**config.mk**
```make
export PLATFORM = sky130hd
export DESIGN_NAME = trimmed_mean_adc_filter
export DESIGN_NICKNAME = d
export VERILOG_FILES = /design/src/sv/tmaf_pkg.sv /design/src/sv/tmaf_ctrl.sv /design/src/sv/tmaf_datapath.sv /design/src/sv/trimmed_mean_adc_filter.sv
export VERILOG_INCLUDE_DIRS = /design/src /design/src/sv
export SDC_FILE = /design/constraint.sdc
export NUM_CORES = 2
export LEC_CHECK = 0
export BUFFER_PORTS_ARGS = -buffer_cell sky130_fd_sc_hd__buf_4
export CORE_UTILIZATION = 68
export CTS_CLUSTER_DIAMETER = 120
export CTS_CLUSTER_SIZE = 12
export DETAILED_ROUTE_END_ITERATION = 10
export HOLD_SLACK_MARGIN = 0.03
export MAX_ROUTING_LAYER = met4
export PLACE_DENSITY = 0.85
export SETUP_SLACK_MARGIN = 0.5
export SLEW_MARGIN = 20
export SYNTH_ARGS = -nofsm -noshare
export SYNTH_HDL_FRONTEND = slang
export SYNTH_SLANG_ARGS = --single-unit
```
**constraint.sdc**
```tcl
create_clock -name clk -period 7.8 [get_ports clk]
set_input_delay 1.56 -clock clk [delete_from_list [all_inputs] [get_ports clk]]
set_output_delay 1.56 -clock clk [all_outputs]
set_load 0.02 [all_outputs]
```
**src/sv/trimmed_mean_adc_filter_macros.svh**
```systemverilog
// assertion macros shared by the trimmed mean filter modules
`ifndef TRIMMED_MEAN_ADC_FILTER_MACROS_SVH
`define TRIMMED_MEAN_ADC_FILTER_MACROS_SVH

// same-cycle implication under reset
`define TMAF_ASSERT_IMPLY(label, clk, rst_n, ante, cons) \
	label: assert property (@(posedge clk) disable iff (!rst_n) (ante) |-> (cons)) \
		else $error("tmaf assertion failed");

// next-cycle implication under reset
`define TMAF_ASSERT_NEXT(label, clk, rst_n, ante, cons) \
	label: assert property (@(posedge clk) disable iff (!rst_n) (ante) |=> (cons)) \
		else $error("tmaf assertion failed");

`endif

```
**src/sv/tmaf_pkg.sv**
```systemverilog
// shared constants, state encoding and control structs of the trimmed mean filter
package tmaf_pkg;

	localparam int CHANNELS    = 6;
	localparam int WINDOW      = 16;
	localparam int TRIM        = 3;
	localparam int SAMPLE_BITS = 12;
	localparam int ENABLE_BITS = 6;
	localparam int CH_BITS     = 3;
	localparam int KEPT        = WINDOW - 2 * TRIM;

	localparam int CH_IDX_BITS = (CHANNELS > 1) ? $clog2(CHANNELS) : 1;
	localparam int FILL_BITS   = $clog2(WINDOW);
	localparam int ADDR_BITS   = $clog2(CHANNELS * WINDOW);
	localparam int ACC_BITS    = $clog2(WINDOW * ((1 << SAMPLE_BITS) - 1) + 1);
	localparam int KSUM_BITS   = $clog2(KEPT * ((1 << SAMPLE_BITS) - 1) + 1);
	localparam int REM_BITS    = $clog2(KEPT);

	// rounded-up reciprocal of the kept count, exact for every trimmed sum
	localparam int RECIP_SHIFT = KSUM_BITS + REM_BITS;
	localparam int RECIP       = ((1 << RECIP_SHIFT) + KEPT - 1) / KEPT;
	localparam int RECIP_BITS  = $clog2(RECIP + 1);
	localparam int PROD_BITS   = KSUM_BITS + RECIP_BITS;

	typedef enum logic [2:0] {
		S_IDLE,
		S_READ,
		S_DRAIN,
		S_LOAD,
		S_DIV,
		S_HOLD
	} state_t;

	typedef struct packed {
		logic wr_en;
		logic start;
		logic rd_en;
		logic div_load;
		logic div_step;
		logic out_load;
	} cmd_t;

	typedef struct packed {
		logic win_full;
		logic rd_last;
		logic out_free;
	} stat_t;

endpackage

```
**src/sv/tmaf_ctrl.sv**
```systemverilog
// controller state machine: sequences window read, trimming and division
`include "trimmed_mean_adc_filter_macros.svh"

module tmaf_ctrl
	import tmaf_pkg::*;
(
	input  logic  clk,
	input  logic  arst_n,
	input  logic  in_valid,
	output logic  in_stall,
	input  stat_t stat,
	output cmd_t  cmd
);

	state_t state_q;
	state_t state_nxt;

	always_ff @(posedge clk or negedge arst_n) begin
		if (!arst_n) begin
			state_q <= S_IDLE;
		end else begin
			state_q <= state_nxt;
		end
	end

	always_comb begin
		state_nxt = state_q;
		cmd       = '0;
		in_stall  = 1'b1;
		unique case (state_q)
			S_IDLE: begin
				in_stall  = 1'b0;
				cmd.wr_en = in_valid;
				// last sample of a window starts the read sweep
				if (in_valid && stat.win_full) begin
					cmd.start = 1'b1;
					state_nxt = S_READ;
				end
			end
			S_READ: begin
				cmd.rd_en = 1'b1;
				if (stat.rd_last) begin
					state_nxt = S_DRAIN;
				end
			end
			S_DRAIN: begin
				state_nxt = S_LOAD;
			end
			S_LOAD: begin
				cmd.div_load = 1'b1;
				state_nxt    = S_DIV;
			end
			S_DIV: begin
				cmd.div_step = 1'b1;
				state_nxt    = S_HOLD;
			end
			S_HOLD: begin
				if (stat.out_free) begin
					cmd.out_load = 1'b1;
					state_nxt    = S_IDLE;
				end
			end
			default: begin
				state_nxt = S_IDLE;
			end
		endcase
	end

	`TMAF_ASSERT_NEXT(a_start_reads, clk, arst_n, cmd.start, state_q == S_READ)
	`TMAF_ASSERT_NEXT(a_div_to_hold, clk, arst_n, state_q == S_DIV, state_q == S_HOLD)
	`TMAF_ASSERT_IMPLY(a_load_when_free, clk, arst_n, cmd.out_load, stat.out_free)

endmodule

```
**src/sv/tmaf_datapath.sv**
```systemverilog
// datapath: sample memory, fill counts, trim tracking, divider and output register
`include "trimmed_mean_adc_filter_macros.svh"

module tmaf_datapath
	import tmaf_pkg::*;
(
	input  logic                   clk,
	input  logic                   arst_n,
	input  logic [ENABLE_BITS-1:0] enable,
	input  logic [CH_BITS-1:0]     channel,
	input  logic [SAMPLE_BITS-1:0] sample,
	input  logic                   out_stall,
	output logic                   out_valid,
	output logic [CH_BITS-1:0]     result_channel,
	output logic [SAMPLE_BITS-1:0] trimmed_average,
	input  cmd_t                   cmd,
	output stat_t                  stat
);

	logic [SAMPLE_BITS-1:0] mem_q [CHANNELS*WINDOW];
	logic [FILL_BITS-1:0]   fill_q [CHANNELS];

	logic [ENABLE_BITS-1:0] en_shift;
	logic                   channel_ok;
	logic [CH_IDX_BITS-1:0] ch_idx;
	logic [FILL_BITS-1:0]   fill_cur;
	logic                   win_full;
	logic [ADDR_BITS-1:0]   waddr;
	logic [ADDR_BITS-1:0]   raddr;

	logic [CH_IDX_BITS-1:0] ch_q;
	logic [FILL_BITS-1:0]   rd_idx_q;
	logic [SAMPLE_BITS-1:0] rd_data_s1;
	logic                   rd_vld_s1;

	logic [ACC_BITS-1:0]    acc_q;
	logic [SAMPLE_BITS-1:0] lo_q [TRIM];
	logic [SAMPLE_BITS-1:0] hi_q [TRIM];
	logic [SAMPLE_BITS-1:0] lo_nxt [TRIM];
	logic [SAMPLE_BITS-1:0] hi_nxt [TRIM];
	logic [TRIM-1:0]        lo_lt;
	logic [TRIM-1:0]        hi_gt;
	logic [ACC_BITS-1:0]    trim_sum;

	logic [KSUM_BITS-1:0]   dvd_q;
	logic [PROD_BITS-1:0]   prod;
	logic [SAMPLE_BITS-1:0] quot_q;

	logic                   out_valid_q;
	logic [CH_BITS-1:0]     result_channel_q;
	logic [SAMPLE_BITS-1:0] trimmed_average_q;

	// request decode: channels past the enable vector are always on
	assign en_shift   = enable >> channel;
	assign channel_ok = (32'(channel) < CHANNELS)
		&& ((32'(channel) >= ENABLE_BITS) || en_shift[0]);
	assign ch_idx     = CH_IDX_BITS'(channel);
	assign fill_cur   = fill_q[ch_idx];
	assign win_full   = channel_ok && (fill_cur == FILL_BITS'(WINDOW - 1));
	assign waddr      = ADDR_BITS'(32'(ch_idx) * WINDOW + 32'(fill_cur));
	assign raddr      = ADDR_BITS'(32'(ch_q) * WINDOW + 32'(rd_idx_q));

	always_ff @(posedge clk) begin
		if (cmd.wr_en && channel_ok) begin
			mem_q[waddr] <= sample;
		end
		if (cmd.rd_en) begin
			rd_data_s1 <= mem_q[raddr];
		end
	end

	always_ff @(posedge clk or negedge arst_n) begin
		if (!arst_n) begin
			for (int i = 0; i < CHANNELS; i++) begin
				fill_q[i] <= '0;
			end
		end else if (cmd.wr_en && channel_ok) begin
			if (win_full) begin
				fill_q[ch_idx] <= '0;
			end else begin
				fill_q[ch_idx] <= fill_cur + FILL_BITS'(1);
			end
		end
	end

	// insertion into the running lists of smallest and largest values
	generate
		for (genvar j = 0; j < TRIM; j++) begin : g_trim
			assign lo_lt[j] = rd_data_s1 < lo_q[j];
			assign hi_gt[j] = rd_data_s1 > hi_q[j];
			if (j == 0) begin : g_first
				assign lo_nxt[j] = lo_lt[j] ? rd_data_s1 : lo_q[j];
				assign hi_nxt[j] = hi_gt[j] ? rd_data_s1 : hi_q[j];
			end else begin : g_rest
				assign lo_nxt[j] = !lo_lt[j] ? lo_q[j]
					: (lo_lt[j-1] ? lo_q[j-1] : rd_data_s1);
				assign hi_nxt[j] = !hi_gt[j] ? hi_q[j]
					: (hi_gt[j-1] ? hi_q[j-1] : rd_data_s1);
			end
		end
	endgenerate

	always_comb begin
		trim_sum = acc_q;
		for (int j = 0; j < TRIM; j++) begin
			trim_sum = trim_sum - ACC_BITS'(lo_q[j]) - ACC_BITS'(hi_q[j]);
		end
	end

	// division by the kept count: multiply by the reciprocal and shift
	assign prod = PROD_BITS'(dvd_q) * RECIP_BITS'(RECIP);

	always_ff @(posedge clk) begin
		if (cmd.start) begin
			ch_q  <= ch_idx;
			acc_q <= '0;
			for (int j = 0; j < TRIM; j++) begin
				lo_q[j] <= '1;
				hi_q[j] <= '0;
			end
		end else if (rd_vld_s1) begin
			acc_q <= acc_q + ACC_BITS'(rd_data_s1);
			lo_q  <= lo_nxt;
			hi_q  <= hi_nxt;
		end
		if (cmd.div_load) begin
			dvd_q <= KSUM_BITS'(trim_sum);
		end
		if (cmd.div_step) begin
			quot_q <= prod[RECIP_SHIFT +: SAMPLE_BITS];
		end
		if (cmd.out_load) begin
			result_channel_q  <= CH_BITS'(ch_q);
			trimmed_average_q <= quot_q;
		end
	end

	always_ff @(posedge clk or negedge arst_n) begin
		if (!arst_n) begin
			rd_idx_q    <= '0;
			rd_vld_s1   <= 1'b0;
			out_valid_q <= 1'b0;
		end else begin
			rd_vld_s1 <= cmd.rd_en;
			if (cmd.start) begin
				rd_idx_q <= '0;
			end else if (cmd.rd_en) begin
				rd_idx_q <= rd_idx_q + FILL_BITS'(1);
			end
			if (cmd.out_load) begin
				out_valid_q <= 1'b1;
			end else if (!out_stall) begin
				out_valid_q <= 1'b0;
			end
		end
	end

	assign stat.win_full    = win_full;
	assign stat.rd_last     = rd_idx_q == FILL_BITS'(WINDOW - 1);
	assign stat.out_free    = !out_valid_q || !out_stall;

	assign out_valid       = out_valid_q;
	assign result_channel  = result_channel_q;
	assign trimmed_average = trimmed_average_q;

	`TMAF_ASSERT_NEXT(a_rd_pipe, clk, arst_n, cmd.rd_en, rd_vld_s1)
	`TMAF_ASSERT_IMPLY(a_start_on_full, clk, arst_n, cmd.start, cmd.wr_en && win_full)
	`TMAF_ASSERT_NEXT(a_out_loaded, clk, arst_n, cmd.out_load, out_valid_q)

endmodule

```
**src/sv/trimmed_mean_adc_filter.sv**
```systemverilog
// top level of the trimmed mean adc filter
//
// input channel: in_valid / in_stall carry one request of channel and sample.
// a sample for a disabled or nonexistent channel is dropped. each enabled
// channel fills its own window of 16 samples in the sample memory.
// most requests are taken without a stall; the request that completes a window holds
// in_stall high through a read sweep of all 16 samples of its window in the memory
// (one port read per cycle) with the three smallest and three largest values
// tracked on the fly, then a drain state, a state to latch the trimmed sum, a
// state to multiply it by the reciprocal of 10, and a state to move the result
// into the output register, after which out_valid rises for that request.
// a second finished window waits longer while the output is stalled.
// output channel: out_valid / out_stall carry result_channel and
// trimmed_average. a waiting result does not block new requests; only a
// second finished window waits in the holding state until the output frees.
// configuration: cfg_valid / cfg_ready write channel_enable, always ready,
// to be written only while the block is idle.
// reset clears all fill counts and the output valid, and enables all channels;
// the sample memory is not cleared, entries are read only after being written.
module trimmed_mean_adc_filter
	import tmaf_pkg::*;
(
	input  logic                   clk,
	input  logic                   arst_n,
	input  logic                   in_valid,
	output logic                   in_stall,
	input  logic [CH_BITS-1:0]     channel,
	input  logic [SAMPLE_BITS-1:0] sample,
	output logic                   out_valid,
	input  logic                   out_stall,
	output logic [CH_BITS-1:0]     result_channel,
	output logic [SAMPLE_BITS-1:0] trimmed_average,
	input  logic                   cfg_valid,
	output logic                   cfg_ready,
	input  logic [ENABLE_BITS-1:0] channel_enable
);

	logic [ENABLE_BITS-1:0] enable_q;
	cmd_t                   cmd;
	stat_t                  stat;

	assign cfg_ready = 1'b1;

	always_ff @(posedge clk or negedge arst_n) begin
		if (!arst_n) begin
			enable_q <= '1;
		end else if (cfg_valid && cfg_ready) begin
			enable_q <= channel_enable;
		end
	end

	tmaf_ctrl u_ctrl (
		.clk      (clk),
		.arst_n   (arst_n),
		.in_valid (in_valid),
		.in_stall (in_stall),
		.stat     (stat),
		.cmd      (cmd)
	);

	tmaf_datapath u_datapath (
		.clk             (clk),
		.arst_n          (arst_n),
		.enable          (enable_q),
		.channel         (channel),
		.sample          (sample),
		.out_stall       (out_stall),
		.out_valid       (out_valid),
		.result_channel  (result_channel),
		.trimmed_average (trimmed_average),
		.cmd             (cmd),
		.stat            (stat)
	);

endmodule
```
# ---- Word level (Yosys, flattened, before mapping)
# Memories as Yosys holds them, arrays and structs flattened. A register that Yosys moved wholly into a read port is not among the register bits.
# Cells that the tools add are included.
dict set report word_totals {
  ff_bits 173
  latch_bits 0
  ramBits 1152
  rom_bits 0
  in_bits 26
  mem_count 1
}
dict set report op_classes {
  addsub 11
  mul 1
  div 0
  n_lt_le_gt_ge 10
  eq_ne 11
  shifts 1
  muxes 29
  n_bitwise 3
  n_reduce_logical 18
}
# memory words word_bits rd rd_clocked_by_memory_dff wr line_no
set memory_table {}
lappend memory_table {u_datapath.mem_q 96 12 1 1 1 tmaf_datapath.sv:20} ;# logic [SAMPLE_BITS-1:0] mem_q [CHANNELS*WINDOW];
# cell count
set op_table {}
lappend op_table {{16-bit by 12-bit subtractor with 16-bit output} 6}
lappend op_table {{12-bit 2-to-1 mux} 4}
lappend op_table {{12-bit > comparator} 3}
lappend op_table {{12-bit less-than comparator} 3}
lappend op_table {{16-bit by 16-bit multiplier with 31-bit output, second input constant} 1}
lappend op_table {{24-bit AND} 1}
lappend op_table {{24-bit bitwise mux} 1}
lappend op_table {{24-bit 2-to-1 mux} 1}
lappend op_table {{24-bit inverter} 1}
lappend op_table {{4-bit 2-to-1 mux} 5}
lappend op_table {{3-bit case mux with 6 select lines} 1}
lappend op_table {{16-bit by 12-bit adder with 16-bit output} 1}
lappend op_table {{7-bit by 4-bit adder with 7-bit output} 2}
lappend op_table {{4-bit binary-select mux with 3-bit select} 1}
lappend op_table {{4-bit demux with 3-bit select} 1}
lappend op_table {{2-bit AND reduction} 6}
lappend op_table {{1-bit 2-to-1 mux} 11}
lappend op_table {{3-bit 2-to-1 mux} 3}
lappend op_table {{4-bit by 1-bit adder with 4-bit output, second input constant} 2}
lappend op_table {{4-bit equality test, second input constant} 2}
lappend op_table {{3-bit by 2-bit equality test with 1-bit output, second input constant} 2}
lappend op_table {{3-bit equality test, second input constant} 2}
lappend op_table {{6-bit by 3-bit right shift with 1-bit output} 1}
lappend op_table {{1-bit logical AND} 5}
lappend op_table {{14 further kinds} 18}

# ---- Logic depth before layout (Yosys ltp)
dict set report logic_depth {
  ltp_word 12
  depth_mapped 21
}

# ---- Modules after synthesis
# Synthesis repeated with hierarchy kept, for this count alone.
dict set report hier_totals {
  cells_unflattened 3618
  hier_area_um2 60374.2
}
# module instances cells_per_inst area_per_inst_um2
set modules_own_cells {}
lappend modules_own_cells {tmaf_datapath 1 3579 59869.9}
lappend modules_own_cells {trimmed_mean_adc_filter 1 15 270.3}
lappend modules_own_cells {tmaf_ctrl 1 24 234.0}

# ---- Least setup slack after synthesis
# No wires, ideal clock.
dict set report synth_timing {
  path_kind {register to register}
  from {reg u_datapath.dvd_q[3]}
  to {reg u_datapath.quot_q[8], data pin}
  t_arrival_ns 5.017
  required_time_ns 7.539
  slack_ns 2.522
  stages_incl_launch_ff 20
  path_buffers 0
  path_cell_list {edfxtp_1 > ha_1 > inv_1 > fa_1 > inv_1 > fa_1 > fa_1 > fa_1 > inv_1 > fa_1 > inv_1 > ha_1 > a21oi_1 > o21a_1 > o21ai_0 > a221o_1 > a31oi_4 > o21ai_0 > o21a_1 > xor2_1}
}
dict set report synth_between {
  elab_chain_len 1
}
# element line_no
set synth_rtl {}
lappend synth_rtl {{start, declared} tmaf_datapath.sv:45} ;# logic [KSUM_BITS-1:0] dvd_q;
lappend synth_rtl {{start signal, assigned} tmaf_datapath.sv:127} ;# dvd_q <= KSUM_BITS'(trim_sum);
lappend synth_rtl {{16-bit by 16-bit multiplier with 31-bit output} tmaf_datapath.sv:111} ;# assign prod = PROD_BITS'(dvd_q) * RECIP_BITS'(RECIP);
lappend synth_rtl {{net u_datapath.prod[28]} tmaf_datapath.sv:46} ;# logic [PROD_BITS-1:0] prod;
lappend synth_rtl {{end signal, assigned} tmaf_datapath.sv:130} ;# quot_q <= prod[RECIP_SHIFT +: SAMPLE_BITS];
lappend synth_rtl {{end, declared} tmaf_datapath.sv:47} ;# logic [SAMPLE_BITS-1:0] quot_q;
# The timed path passes the listed nets, and every way through them passes these cells.
# A chain may end at the register's enable or synchronous reset.

# ---- Final worst setup path
dict set report layout_timing {
  from {reg u_datapath.dvd_q[4]}
  to {reg u_datapath.quot_q[9], data pin}
}
# The elaborated chain is that of the path after synthesis.

==> flow_metrics.env <==
export IMPL_fp_coreArea_um2=87200
export IMPL_fin_hold_ws_ns=0.414
export IMPL_route_detailed_drc=0
export IMPL_layout_cells_most_common_list="edfxtp_1, mux4_2, inv_1, ha_1, fa_1"
export IMPL_post_cts_buffers=0
export IMPL_max_slew_margin_pct=8.07
export IMPL_area_growth_pct=8.30
export IMPL_grt_max_degree=116
export IMPL_crit_required_ns=8.33
export IMPL_ant_nets=0
export IMPL_die_area_um2=89500
export IMPL_grt_use_met2_pct=59.2
export IMPL_clockBufferDepth=3
export IMPL_clk_latency_ns=0.75
export IMPL_dieHeight_um=299
export IMPL_finalMaxSlewViolations=0
export IMPL_hold_class="reg2reg"
export IMPL_start_util_pct=68.9
export IMPL_die_w_um=299
export IMPL_path_clk_slew_ns=0.07
export IMPL_gp_congestion=0.913
export IMPL_hpwl_um=89800
export IMPL_final_common_cell="edfxtp_1"
export IMPL_grtUsageTotal_pct=37.4
export IMPL_rsz0062_at_grt="no"
export IMPL_pre_cts_slack_ns=1.99
export IMPL_cts_resized=0
export IMPL_synthArstFlopShare_pct=2.92
export IMPL_start_kind="register"
export IMPL_syn_area_um2=60000
export IMPL_p_leak_nw=23.4
export IMPL_antenna_found_initial=2
export IMPL_finalCriticalPeriod_ns=5.85
export IMPL_whs_endpoint="u_datapath.trimmed_average[9]"
export IMPL_min_path_cells=0
export IMPL_h_tree_depth=3
export IMPL_synth_edf_count=1210
export IMPL_worst_pin_slew_ns=1.38
export IMPL_synthesis_instances=3407
export IMPL_grt_util_met1_pct=49.1
export IMPL_power_density_nw_per_um2=225
export IMPL_grt_use_met3_pct=6.28
export IMPL_io_pins=44
export IMPL_synth_nets=3799
export IMPL_io_buffers=42
export IMPL_setup_viol=0
export IMPL_crit_path_max_fanout=6
export IMPL_drive_above_1_share_pct=19.8
export IMPL_routed_wl_um=158000
export IMPL_fin_tns_setup_ns=0
export IMPL_cts_hold_buf=0
export IMPL_fmax_mhz=171
export IMPL_crit_path_end_kind="register"
export IMPL_min_delay_start="u_datapath.quot_q[9]"
export IMPL_r2r_end="u_datapath.quot_q[9]"
export IMPL_fin_skew_ns=0.0577
export IMPL_status="complete, no violations"
export IMPL_vias_per_cell=7.14
export IMPL_avgSynthCellArea_um2=17.6
export IMPL_rr_startpoint="u_datapath.dvd_q[4]"
export IMPL_yosysWarnings=0
export IMPL_setup_ws_ns=1.95
export IMPL_grt_busiest_layer="met2"
export IMPL_arrival_ns=6.37
export IMPL_criticalPathCategory="reg2reg"
export IMPL_hold_viol_final=0
export IMPL_rrSetupSlack_ns=1.95
export IMPL_synth_yosys_seq_area_share_pct=65.1
export IMPL_reg2reg_depth=19
export IMPL_root_buffer="clkbuf_16"
export IMPL_grt_pass1_wl_um=233000
export IMPL_numCtsBuffers=121
export IMPL_drtIter0Drc=4786
export IMPL_post_drt_wl_per_cell_um=33.9
export IMPL_first_pass_iters=8
export IMPL_maxCapViolations=0
export IMPL_cts_tree="built"
export IMPL_num_vias=33300
export IMPL_nets=3850
export IMPL_ys_ff_latch=1337
export IMPL_grt_ovfl_total=0
export IMPL_core_rowCount=108
export IMPL_grt_pass1_vias=34000
export IMPL_fin_crit_sh_pct=74.9
export IMPL_yosys_most_used_dff="edfxtp_1"
export IMPL_power_mw=14.6
export IMPL_ir_worst_vdd_uv=348
export IMPL_clock_sinks=1337
export IMPL_synth_cell_types=71
export IMPL_n_fill_cell=4561
## metal layers
layer | routed length [um] | part of all wire (%) | vias up
met2 | 79000 | 50 | 2561
met4 | 7310 | 4.6 | 0
met1 | 55900 | 35 | 17000
met5 | 0 | 0 | -
li1 | - | - | 13300
met3 | 16000 | 10 | 446
## cell usage after synthesis (4+ instances only)
master | n | area share (%)
nor3_1 | 13 | 0.11
and3_1 | 6 | 0.063
mux4_2 | 339 | 13
mux2i_1 | 98 | 1.6
nand2b_1 | 14 | 0.15
nand4_1 | 20 | 0.21
a21oi_1 | 105 | 0.88
buf_4 | 14 | 0.18
a31oi_1 | 17 | 0.18
xor2_1 | 23 | 0.34
buf_2 | 50 | 0.42
dfrtp_1 | 33 | 1.4
or3_1 | 8 | 0.083
a2111oi_0 | 6 | 0.088
o211ai_1 | 10 | 0.13
fa_1 | 139 | 4.6
nor2b_1 | 31 | 0.32
nand2_1 | 77 | 0.48
and2_1 | 4 | 0.042
dfstp_2 | 6 | 0.26
inv_1 | 259 | 1.6
mux2_2 | 36 | 0.68
nor3b_1 | 5 | 0.063
xnor2_1 | 24 | 0.35
nor2_1 | 201 | 1.3
buf_1 | 11 | 0.069
o31ai_1 | 10 | 0.13
edfxtp_1 | 1210 | 61
o21bai_1 | 4 | 0.050
o21a_1 | 6 | 0.075
dfxtp_1 | 88 | 2.9
nand3_1 | 10 | 0.083
o21ai_0 | 84 | 0.70
a22oi_1 | 32 | 0.40
or2_2 | 4 | 0.042
o221ai_1 | 9 | 0.13
ha_1 | 227 | 4.7
a21o_1 | 39 | 0.49
o22ai_1 | 8 | 0.083
clkbuf_1 | 66 | 0.41
a211oi_1 | 16 | 0.20
## power by group
group | internal (mW) | switching [mW]
logic | 0.426 | 0.717
clock network | 2.88 | 2.63
registers | 7.90 | 0.0551
## state kept, by name (all words and copies together), names as in the netlist, 6 cells and up
register / flops
u_datapath.dvd_q: 16
u_datapath.acc_q: 16
u_datapath.hi_q: 36
u_datapath.rd_data_s1: 12
u_datapath.quot_q: 12
u_datapath.fill_q: 24
u_datapath.lo_q: 36
u_datapath.mem_q: 1152
u_datapath.trimmed_average: 12
enable_q: 6
## layout make-up
| cell class | instances | area (um2) | share of cell area, % |
|---|---|---|---|
| Sequential cell | 1337 | 39100 | 60.1 |
| Timing Repair Buffer | 72 | 598 | 0.920 |
| Tap cell | 1155 | 1450 | 2.22 |
| Inverter | 259 | 972 | 1.50 |
| Multi-Input combinational cell | 1667 | 19600 | 30.1 |
| Antenna cell | 2 | 5.00 | 0.00770 |
| Clock buffer | 171 | 3290 | 5.06 |
| Clock inverter | 3 | 32.5 | 0.0500 |
## kinds of logic after synthesis
family | count (synthesis) | share of synthesized area (%)
AO/OA/AOI/OAI | 373 | 3.96
XOR/XNOR | 47 | 0.686
adder cells (fa/ha/maj) | 366 | 9.37
buffers and inverters | 403 | 2.75
flip-flops | 1337 | 65.1
multiplexers | 473 | 15.0
other | 1 | 0.00625
AND/OR/NAND/NOR | 407 | 3.10
## critical path, cell delays in order, from the launching register on
cell and delay (ns):
edfxtp_1 0.53, ha_1 0.47, xor2_1 0.19, ha_1 0.32, fa_1 0.48, inv_1 0.05
fa_1 0.50, inv_1 0.06, fa_1 0.48, inv_1 0.05, fa_1 0.48, inv_1 0.04
ha_1 0.34, a21oi_1 0.15, o21ai_0 0.14, a221o_1 0.39, a31oi_4 0.23, o21ai_0 0.25
o21a_1 0.27, o311ai_1 0.24
## worst max path at each step
stage / slack, ns / from / cells after the start / to
6_report: 1.95 / u_datapath.dvd_q[4] / 19 / u_datapath.quot_q[9]
3_5_place_dp: 1.99 / u_datapath.dvd_q[3] / 19 / u_datapath.quot_q[9]
2_1_floorplan: 2.52 / u_datapath.dvd_q[3] / 19 / u_datapath.quot_q[8]
4_1_cts: 1.97 / u_datapath.dvd_q[4] / 19 / u_datapath.quot_q[9]
3_3_place_gp: 2.07 / u_datapath.dvd_q[4] / 19 / u_datapath.quot_q[8]
5_1_grt: 1.65 / u_datapath.dvd_q[4] / 19 / u_datapath.quot_q[9]
## metrics by stage
stage	std cells	utilization (%)	area, um2
global route	4666	74.6	65000
global placement	4490	70.5	61400
finish	4666	74.6	65000
floorplan	3407	-	60000
CTS	4664	74.3	64800
detailed placement	4490	70.5	61400
No activity file was read; power rests on OpenSTA's default activity.
